--- src/rtl/kmds_pkg.sv ---
// key matrix debounce scanner: shared constants and types
// no dependencies; used by every other file of the block
package kmds_pkg;

	localparam int ROWS   = 3;
	localparam int COLS   = 3;
	localparam int ROW_W  = 2;
	localparam int COL_W  = 2;
	localparam int LVL_W  = 3;
	localparam int TIME_W = 32;
	localparam int DEB_W  = 16;

	localparam logic [DEB_W-1:0] DEBOUNCE_RESET = 16'd10;

	// what the row lanes found for one item, handed to the merge stage
	typedef struct packed {
		logic [COL_W-1:0] col;
		logic [ROWS-1:0]  mask;
		logic [ROWS-1:0]  lvl;
	} kmds_hit_t;

endpackage

--- src/rtl/kmds_in_if.sv ---
// input channel: one matrix column reading per item
// depends on kmds_pkg
interface kmds_in_if;
	logic                         valid;
	logic                         ready;
	logic [kmds_pkg::COL_W-1:0]  column;
	logic [kmds_pkg::LVL_W-1:0]  row_levels;
	logic [kmds_pkg::TIME_W-1:0] now_ms;

	modport source (output valid, column, row_levels, now_ms, input ready);
	modport sink   (input valid, column, row_levels, now_ms, output ready);
endinterface

--- src/rtl/kmds_out_if.sv ---
// output channel: one key change event per item
// depends on kmds_pkg
interface kmds_out_if;
	logic                        valid;
	logic                        ready;
	logic [kmds_pkg::ROW_W-1:0] event_row;
	logic [kmds_pkg::COL_W-1:0] event_column;
	logic                        pressed;
	logic                        last_event;

	modport source (output valid, event_row, event_column, pressed, last_event, input ready);
	modport sink   (input valid, event_row, event_column, pressed, last_event, output ready);
endinterface

--- src/rtl/kmds_cfg_if.sv ---
// configuration write channel for the debounce setting
// depends on kmds_pkg
interface kmds_cfg_if;
	logic                        valid;
	logic                        ready;
	logic [kmds_pkg::DEB_W-1:0] settle_ms;

	modport source (output valid, settle_ms, input ready);
	modport sink   (input valid, settle_ms, output ready);
endinterface

--- src/rtl/key_matrix_debounce_scanner.sv ---
// top level of the key matrix debounce scanner
// depends on kmds_pkg, the three channel interfaces, kmds_lane and kmds_merge
//
// keys carries one reading per item: the driven column, the row levels seen in it
// and the free-running millisecond time. events gives one item per key whose
// debounced level changed: row, column, new level, and last_event on the final
// event of a reading. cfg writes settle_ms; the user must write it only while
// the block is idle, which the block itself does not enforce; it is always ready.
// a reading is registered, then one lane per row compares and updates its key
// when the merge stage takes it; the merge stage sends events one per cycle while
// events is ready, in ascending row order, through an output register, and each
// event passes the input, merge mask and output registers. a reading with several
// events holds the merge stage until its last event is sent, so readings flow at
// one per cycle only while each has at most one event and events is ready; the serial event output sets the rate.
// reset clears all key levels and change times and sets settle_ms to 10.
// when events stalls, the output register holds, the merge stage fills and
// keys.ready drops after at most one more reading is buffered.
module key_matrix_debounce_scanner (
	input  logic      clk,
	input  logic      arst_n,
	kmds_in_if.sink   keys,
	kmds_out_if.source events,
	kmds_cfg_if.sink  cfg
);

	logic [kmds_pkg::DEB_W-1:0]  debounce_q;
	logic                         valid_s1;
	logic [kmds_pkg::COL_W-1:0]  col_s1;
	logic [kmds_pkg::LVL_W-1:0]  lvl_s1;
	logic [kmds_pkg::TIME_W-1:0] now_s1;

	logic [kmds_pkg::ROWS-1:0]   lane_hit;
	logic [kmds_pkg::ROWS-1:0]   lane_reading;
	logic                         merge_take;
	logic                         adv_s1;
	kmds_pkg::kmds_hit_t         hit;

	assign cfg.ready = 1'b1;

	always_ff @(posedge clk or negedge arst_n) begin
		if (!arst_n) begin
			debounce_q <= kmds_pkg::DEBOUNCE_RESET;
		end else if (cfg.valid) begin
			debounce_q <= cfg.settle_ms;
		end
	end

	assign adv_s1     = valid_s1 && merge_take;
	assign keys.ready = !valid_s1 || merge_take;

	always_ff @(posedge clk or negedge arst_n) begin
		if (!arst_n) begin
			valid_s1 <= 1'b0;
		end else if (keys.ready) begin
			valid_s1 <= keys.valid;
		end
	end

	always_ff @(posedge clk) begin
		if (keys.valid && keys.ready) begin
			col_s1 <= keys.column;
			lvl_s1 <= keys.row_levels;
			now_s1 <= keys.now_ms;
		end
	end

	for (genvar r = 0; r < kmds_pkg::ROWS; r++) begin : g_lane
		// rows beyond the level field read as low
		if (r < kmds_pkg::LVL_W) begin : g_rd
			assign lane_reading[r] = lvl_s1[r];
		end else begin : g_low
			assign lane_reading[r] = 1'b0;
		end

		kmds_lane u_lane (
			.clk      (clk),
			.arst_n   (arst_n),
			.commit   (adv_s1),
			.col      (col_s1),
			.reading  (lane_reading[r]),
			.now      (now_s1),
			.debounce (debounce_q),
			.hit      (lane_hit[r])
		);
	end

	always_comb begin
		hit.col  = col_s1;
		hit.mask = lane_hit;
		hit.lvl  = lane_reading;
	end

	kmds_merge u_merge (
		.clk       (clk),
		.arst_n    (arst_n),
		.hit_valid (valid_s1),
		.hit       (hit),
		.take      (merge_take),
		.events    (events)
	);

endmodule

--- src/rtl/kmds_lane.sv ---
// one row lane: stable level and last change time of the keys of one row
// depends on kmds_pkg
module kmds_lane (
	input  logic                         clk,
	input  logic                         arst_n,
	input  logic                         commit,
	input  logic [kmds_pkg::COL_W-1:0]  col,
	input  logic                         reading,
	input  logic [kmds_pkg::TIME_W-1:0] now,
	input  logic [kmds_pkg::DEB_W-1:0]  debounce,
	output logic                         hit
);

	logic                         level_q [kmds_pkg::COLS];
	logic [kmds_pkg::TIME_W-1:0] time_q  [kmds_pkg::COLS];

	logic                         col_ok;
	logic                         cur_level;
	logic [kmds_pkg::TIME_W-1:0] cur_time;
	logic [kmds_pkg::TIME_W-1:0] elapsed;

	always_comb begin
		col_ok    = (32'(col) < 32'(kmds_pkg::COLS));
		cur_level = 1'b0;
		cur_time  = '0;
		for (int c = 0; c < kmds_pkg::COLS; c++) begin
			if (32'(col) == 32'(c)) begin
				cur_level = level_q[c];
				cur_time  = time_q[c];
			end
		end
		// wraps modulo 2^32
		elapsed = now - cur_time;
		hit = col_ok && (reading != cur_level)
			&& (elapsed > {{(kmds_pkg::TIME_W-kmds_pkg::DEB_W){1'b0}}, debounce});
	end

	always_ff @(posedge clk or negedge arst_n) begin
		if (!arst_n) begin
			for (int c = 0; c < kmds_pkg::COLS; c++) begin
				level_q[c] <= 1'b0;
				time_q[c]  <= '0;
			end
		end else if (commit && hit) begin
			for (int c = 0; c < kmds_pkg::COLS; c++) begin
				if (32'(col) == 32'(c)) begin
					level_q[c] <= reading;
					time_q[c]  <= now;
				end
			end
		end
	end

endmodule

--- src/rtl/kmds_merge.sv ---
// merge stage: turns the lane hit mask into events, lowest row first
// depends on kmds_pkg and kmds_out_if
module kmds_merge (
	input  logic                 clk,
	input  logic                 arst_n,
	input  logic                 hit_valid,
	input  kmds_pkg::kmds_hit_t hit,
	output logic                 take,
	kmds_out_if.source           events
);

	logic [kmds_pkg::ROWS-1:0]  mask_q;
	logic [kmds_pkg::ROWS-1:0]  lvl_q;
	logic [kmds_pkg::COL_W-1:0] col_q;
	logic                        out_valid_q;
	logic [kmds_pkg::ROW_W-1:0] out_row_q;
	logic [kmds_pkg::COL_W-1:0] out_col_q;
	logic                        out_pressed_q;
	logic                        out_last_q;

	logic [kmds_pkg::ROW_W-1:0] pick;
	logic [kmds_pkg::ROWS-1:0]  rest;
	logic                        emit;

	always_comb begin
		pick = '0;
		for (int i = kmds_pkg::ROWS - 1; i >= 0; i--) begin
			if (mask_q[i]) begin
				pick = kmds_pkg::ROW_W'(i);
			end
		end
		// drop the lowest set bit
		rest = mask_q & (mask_q - 1'b1);
		emit = (|mask_q) && (!out_valid_q || events.ready);
		take = (mask_q == '0) || (emit && (rest == '0));
	end

	always_ff @(posedge clk or negedge arst_n) begin
		if (!arst_n) begin
			mask_q <= '0;
		end else if (take) begin
			mask_q <= hit_valid ? hit.mask : '0;
		end else if (emit) begin
			mask_q <= rest;
		end
	end

	always_ff @(posedge clk) begin
		if (take && hit_valid) begin
			col_q <= hit.col;
			lvl_q <= hit.lvl;
		end
	end

	always_ff @(posedge clk or negedge arst_n) begin
		if (!arst_n) begin
			out_valid_q <= 1'b0;
		end else if (emit) begin
			out_valid_q <= 1'b1;
		end else if (events.ready) begin
			out_valid_q <= 1'b0;
		end
	end

	always_ff @(posedge clk) begin
		if (emit) begin
			out_row_q     <= pick;
			out_col_q     <= col_q;
			out_pressed_q <= lvl_q[pick];
			out_last_q    <= (rest == '0);
		end
	end

	assign events.valid        = out_valid_q;
	assign events.event_row    = out_row_q;
	assign events.event_column = out_col_q;
	assign events.pressed      = out_pressed_q;
	assign events.last_event   = out_last_q;

endmodule
--- src/flat_wrapper.sv ---
// flat-port wrapper written by rule: the top's interface ports become plain ports
module key_matrix_debounce_scanner_flat 
  (clk, arst_n, keys_valid, keys_column, keys_row_levels, keys_now_ms, keys_ready, events_valid, events_event_row, events_event_column, events_pressed, events_last_event, events_ready, cfg_valid, cfg_settle_ms, cfg_ready);
  kmds_in_if keys_i ();
  kmds_out_if events_i ();
  kmds_cfg_if cfg_i ();
  input  logic clk;
  input  logic arst_n;
  input wire logic [$bits(keys_i.valid)-1:0] keys_valid;
  input wire logic [$bits(keys_i.column)-1:0] keys_column;
  input wire logic [$bits(keys_i.row_levels)-1:0] keys_row_levels;
  input wire logic [$bits(keys_i.now_ms)-1:0] keys_now_ms;
  output wire logic [$bits(keys_i.ready)-1:0] keys_ready;
  output wire logic [$bits(events_i.valid)-1:0] events_valid;
  output wire logic [$bits(events_i.event_row)-1:0] events_event_row;
  output wire logic [$bits(events_i.event_column)-1:0] events_event_column;
  output wire logic [$bits(events_i.pressed)-1:0] events_pressed;
  output wire logic [$bits(events_i.last_event)-1:0] events_last_event;
  input wire logic [$bits(events_i.ready)-1:0] events_ready;
  input wire logic [$bits(cfg_i.valid)-1:0] cfg_valid;
  input wire logic [$bits(cfg_i.settle_ms)-1:0] cfg_settle_ms;
  output wire logic [$bits(cfg_i.ready)-1:0] cfg_ready;
  assign keys_i.valid = keys_valid;
  assign keys_i.column = keys_column;
  assign keys_i.row_levels = keys_row_levels;
  assign keys_i.now_ms = keys_now_ms;
  assign keys_ready = keys_i.ready;
  assign events_valid = events_i.valid;
  assign events_event_row = events_i.event_row;
  assign events_event_column = events_i.event_column;
  assign events_pressed = events_i.pressed;
  assign events_last_event = events_i.last_event;
  assign events_i.ready = events_ready;
  assign cfg_i.valid = cfg_valid;
  assign cfg_i.settle_ms = cfg_settle_ms;
  assign cfg_ready = cfg_i.ready;
  key_matrix_debounce_scanner u_core (.clk(clk), .arst_n(arst_n), .keys(keys_i), .events(events_i), .cfg(cfg_i));
endmodule
--- config.mk ---
export PLATFORM = sky130hd
export DESIGN_NAME = key_matrix_debounce_scanner_flat
export DESIGN_NICKNAME = d
export VERILOG_FILES = /design/src/rtl/kmds_pkg.sv /design/src/rtl/kmds_in_if.sv /design/src/rtl/kmds_out_if.sv /design/src/rtl/kmds_cfg_if.sv /design/src/rtl/key_matrix_debounce_scanner.sv /design/src/rtl/kmds_lane.sv /design/src/rtl/kmds_merge.sv /design/src/flat_wrapper.sv
export SDC_FILE = /design/constraint.sdc
export NUM_CORES = 1
export LEC_CHECK = 0
export ABC_AREA = 1
export ABC_CLOCK_PERIOD_IN_PS = 11780
export BUFFER_PORTS_ARGS = -buffer_cell sky130_fd_sc_hd__buf_2
export CORE_ASPECT_RATIO = 0.8
export CORE_MARGIN = 5
export CORE_UTILIZATION = 65
export DETAILED_ROUTE_END_ITERATION = 10
export PLACE_DENSITY = 0.83
export SLEW_MARGIN = 20
export SYNTH_ARGS = -nofsm -noshare
export SYNTH_HDL_FRONTEND = slang
export SYNTH_SLANG_ARGS = --single-unit
--- constraint.sdc ---
create_clock -name clk -period 11.78 [get_ports clk]
set_clock_uncertainty 0.2 [all_clocks]
set_input_delay 1.178 -clock clk [delete_from_list [all_inputs] [get_ports clk]]
set_output_delay 1.178 -clock clk [all_outputs]
set_load 0.01 [all_outputs]
==> out/qor.txt <==
Status - complete, no violations
H-Tree Level Count - 2
Io pins - 67
Seq/Total Area, Yosys - 37.6%
PD cells - 298 mW/mm^2
Max_slew headroom - 27.8%
Max Freq - 0.137 GHz
Critical path endpoint category - flop
Clk sinks - 366
Largest net degree at the start of global routing - 144
Residual DRC count - 0
Critical path's slowest cell - nand3_2
Via/cell ratio - 6.10
Routed WL - 79.4 mm
Antenna cells - 0
Fin. Hold Viols - 0
#FFs+latches synth - 366
Total core area - 0.0381 sq mm
Routability cong. - 0.993
Worst-Skew Late Latency - 0.57 ns
Synthesized cell area - 0.0250 sq mm
Post-CTS sizing - 0
Deepest clock path buffer count - 3
P_leak - 0.0147 uW
Post-route ant nets - 0
Gr ovfl total - 0
Footprint of the multi-input gates - 0.0131 sq mm
Setup slack after layout - 4.50 ns
FILL cells - 3224
Hold WC Path Type - reg2reg
Initial Utilization - 65.5%
Worst-margin pin slew - 1.08 ns
Clock buffer count from CTS - 39
Crit path DAT - 7.50 ns
Avg Cell Area, Syn - 7.02 sq um
Number of max-cap violations - 0
Top_reg_cell synth - dfrtp_1
Most frequent cells in the layout - nand2_1, inv_1, nand4_1
Synth Net Count - 3757
Drt first pass iters - 8
RSZ-0062 raised after global routing - false
Reg clk slew, reported paths - 0.06 ns
Post-CTS Setup Bufs - 0
Share of cells above drive strength 1 - 5.78%
CP top delay family - simple AND/OR/NAND/NOR gates
Max FO, Critical Path - 107
Post-detail-place hpwl - 54.6 mm
Distinct cells, synth - 46
All-layer global routing usage - 36.7%
CTS root buf - clkbuf_16
WL/cell - 19.7 microns
Slowest cell delay on critical path - 0.91 ns
Area grow syn2layout - 6.44%
CTS Hold Bufs - 0
Ys Warns - 0
Pins Over Slew Limit - 0
Row cnt - 64
Die Height - 185 microns
Setup Viol. Count Final - 0
Peak supply drop - 245 uV
Most frequent cell on the critical path - nand2_1
Crit path launch type - flop
Setup TNS - 0 ns
EDFF count, synth - 48
Initial antenna violation count - 1
Min Tclk post-route - 7.28 ns
Fin nets - 3703
Vias in the first global route - 22600
Fraction of registers with async set/reset - 86.9%
Full die area - 0.0425 sq mm
Reg area - 0.00940 sq mm
CTS tree - built
Cell count after synthesis - 3555
DR iter-0 viols - 3323
PortBufs - 65
Critical Path RT - 12.00 ns
Vias - 24600
Pre-CTS WS - 4.91 ns
Most common cell after layout, fill and taps aside - nand2_1
First-pass GRT wire length - 125 mm
Final period util - 61.8%
DIE WIDTH - 229 microns
Setup CP Type - reg2reg
Crit path buf inv count - 4
[stage by stage]
step | instances | utilization, % | area [sq um] | total power (uW) | hold slack [ns]
after floorplan | 3555 | - | 25000 | 5270 | 0.200
after global placement | 3955 | 66.2 | 25300 | 6330 | 0.234
after detailed placement | 3955 | 66.2 | 25300 | 6500 | 0.207
after CTS | 4024 | 69.7 | 26600 | 7790 | 0.247
after global routing | 4024 | 69.7 | 26600 | 8560 | 0.269
final | 4024 | 69.7 | 26600 | 7920 | 0.261
[cells by family (layout without fill, tap and decap cells)]
logic type | Yosys count | in the layout | synth area share (%)
buf+inv | 605 | 579 | 10.2
xor+xnor | 49 | 49 | 1.72
flops | 366 | 366 | 37.6
mux | 1 | 1 | 0.0451
compound gates | 250 | 250 | 6.44
other cells | 1 | 1 | 0.0150
simple gates | 2139 | 2139 | 36.6
fa+ha+maj | 144 | 144 | 7.31
[cell type report]
type,count,area share [%]
clock buffer,57,4.46
multi-input combinational,2584,49.1
tap,495,2.33
sequential,366,35.4
clock inverter,12,0.537
inverter,406,5.73
timing repair buffer,104,2.46
[power by group]
group / switching (uW) / internal (uW) / total, uW / leakage [uW]
combinational: 2950 / 1430 / 4380 / 0.00963
clock: 547 / 730 / 1280 / 0.000653
sequential: 391 / 1880 / 2270 / 0.00445
[registers in the layout, summed over array words and instances, names as in the netlist, 2 cells and up]
signal                              cells
u_core.u_merge.events.event_row         2
u_core.u_merge.lvl_q                    3
u_core.u_merge.mask_q                   3
u_core.g_lane.u_lane.level_q            9
u_core.u_merge.col_q                    2
u_core.debounce_q                      16
u_core.lane_reading                     3
u_core.g_lane.u_lane.time_q           288
u_core.u_merge.events.event_column      2
u_core.col_s1                           2
u_core.now_s1                          32
[metal layers]
metal	up-vias	track usage (%)	share of wire, %
met4	2	11.8	3.4
met2	1468	52.5	41
met3	166	8.74	12
met5	-	0	0.016
li1	11400	-	-
met1	11500	55.2	43
[Yosys cell counts, types with 39 or more instances]
library cell | number | area share, %
nor2_1 | 165 | 2.5
edfxtp_1 | 48 | 5.8
xor2_1 | 43 | 1.5
nand2_1 | 1506 | 23
buf_2 | 70 | 1.4
ha_1 | 141 | 7.1
inv_1 | 394 | 5.9
a21oi_1 | 124 | 2.5
nand4_1 | 318 | 8.0
nand3_1 | 96 | 1.9
dfrtp_1 | 316 | 32
o221ai_1 | 48 | 1.7
a22o_1 | 39 | 1.4
clkbuf_1 | 69 | 1.0
[final timing paths]
path | from | end | slack (ns) | cells after the start
max in group asynchronous | arst_n | u_core.g_lane[1].u_lane.time_q[45] | 8.59 | 3
min in group asynchronous | arst_n | u_core.g_lane[1].u_lane.time_q[15] | 0.50 | 1
min | u_core.u_merge.col_q[1] | u_core.u_merge.events.event_column[1] | 0.26 | 0
max reg2reg | u_core.col_s1[1] | u_core.g_lane[0].u_lane.time_q[69] | 4.50 | 29
max | u_core.col_s1[1] | u_core.g_lane[0].u_lane.time_q[69] | 4.50 | 29
min reg2reg | u_core.u_merge.col_q[1] | u_core.u_merge.events.event_column[1] | 0.26 | 0
(Power assumes the default switching activity.)
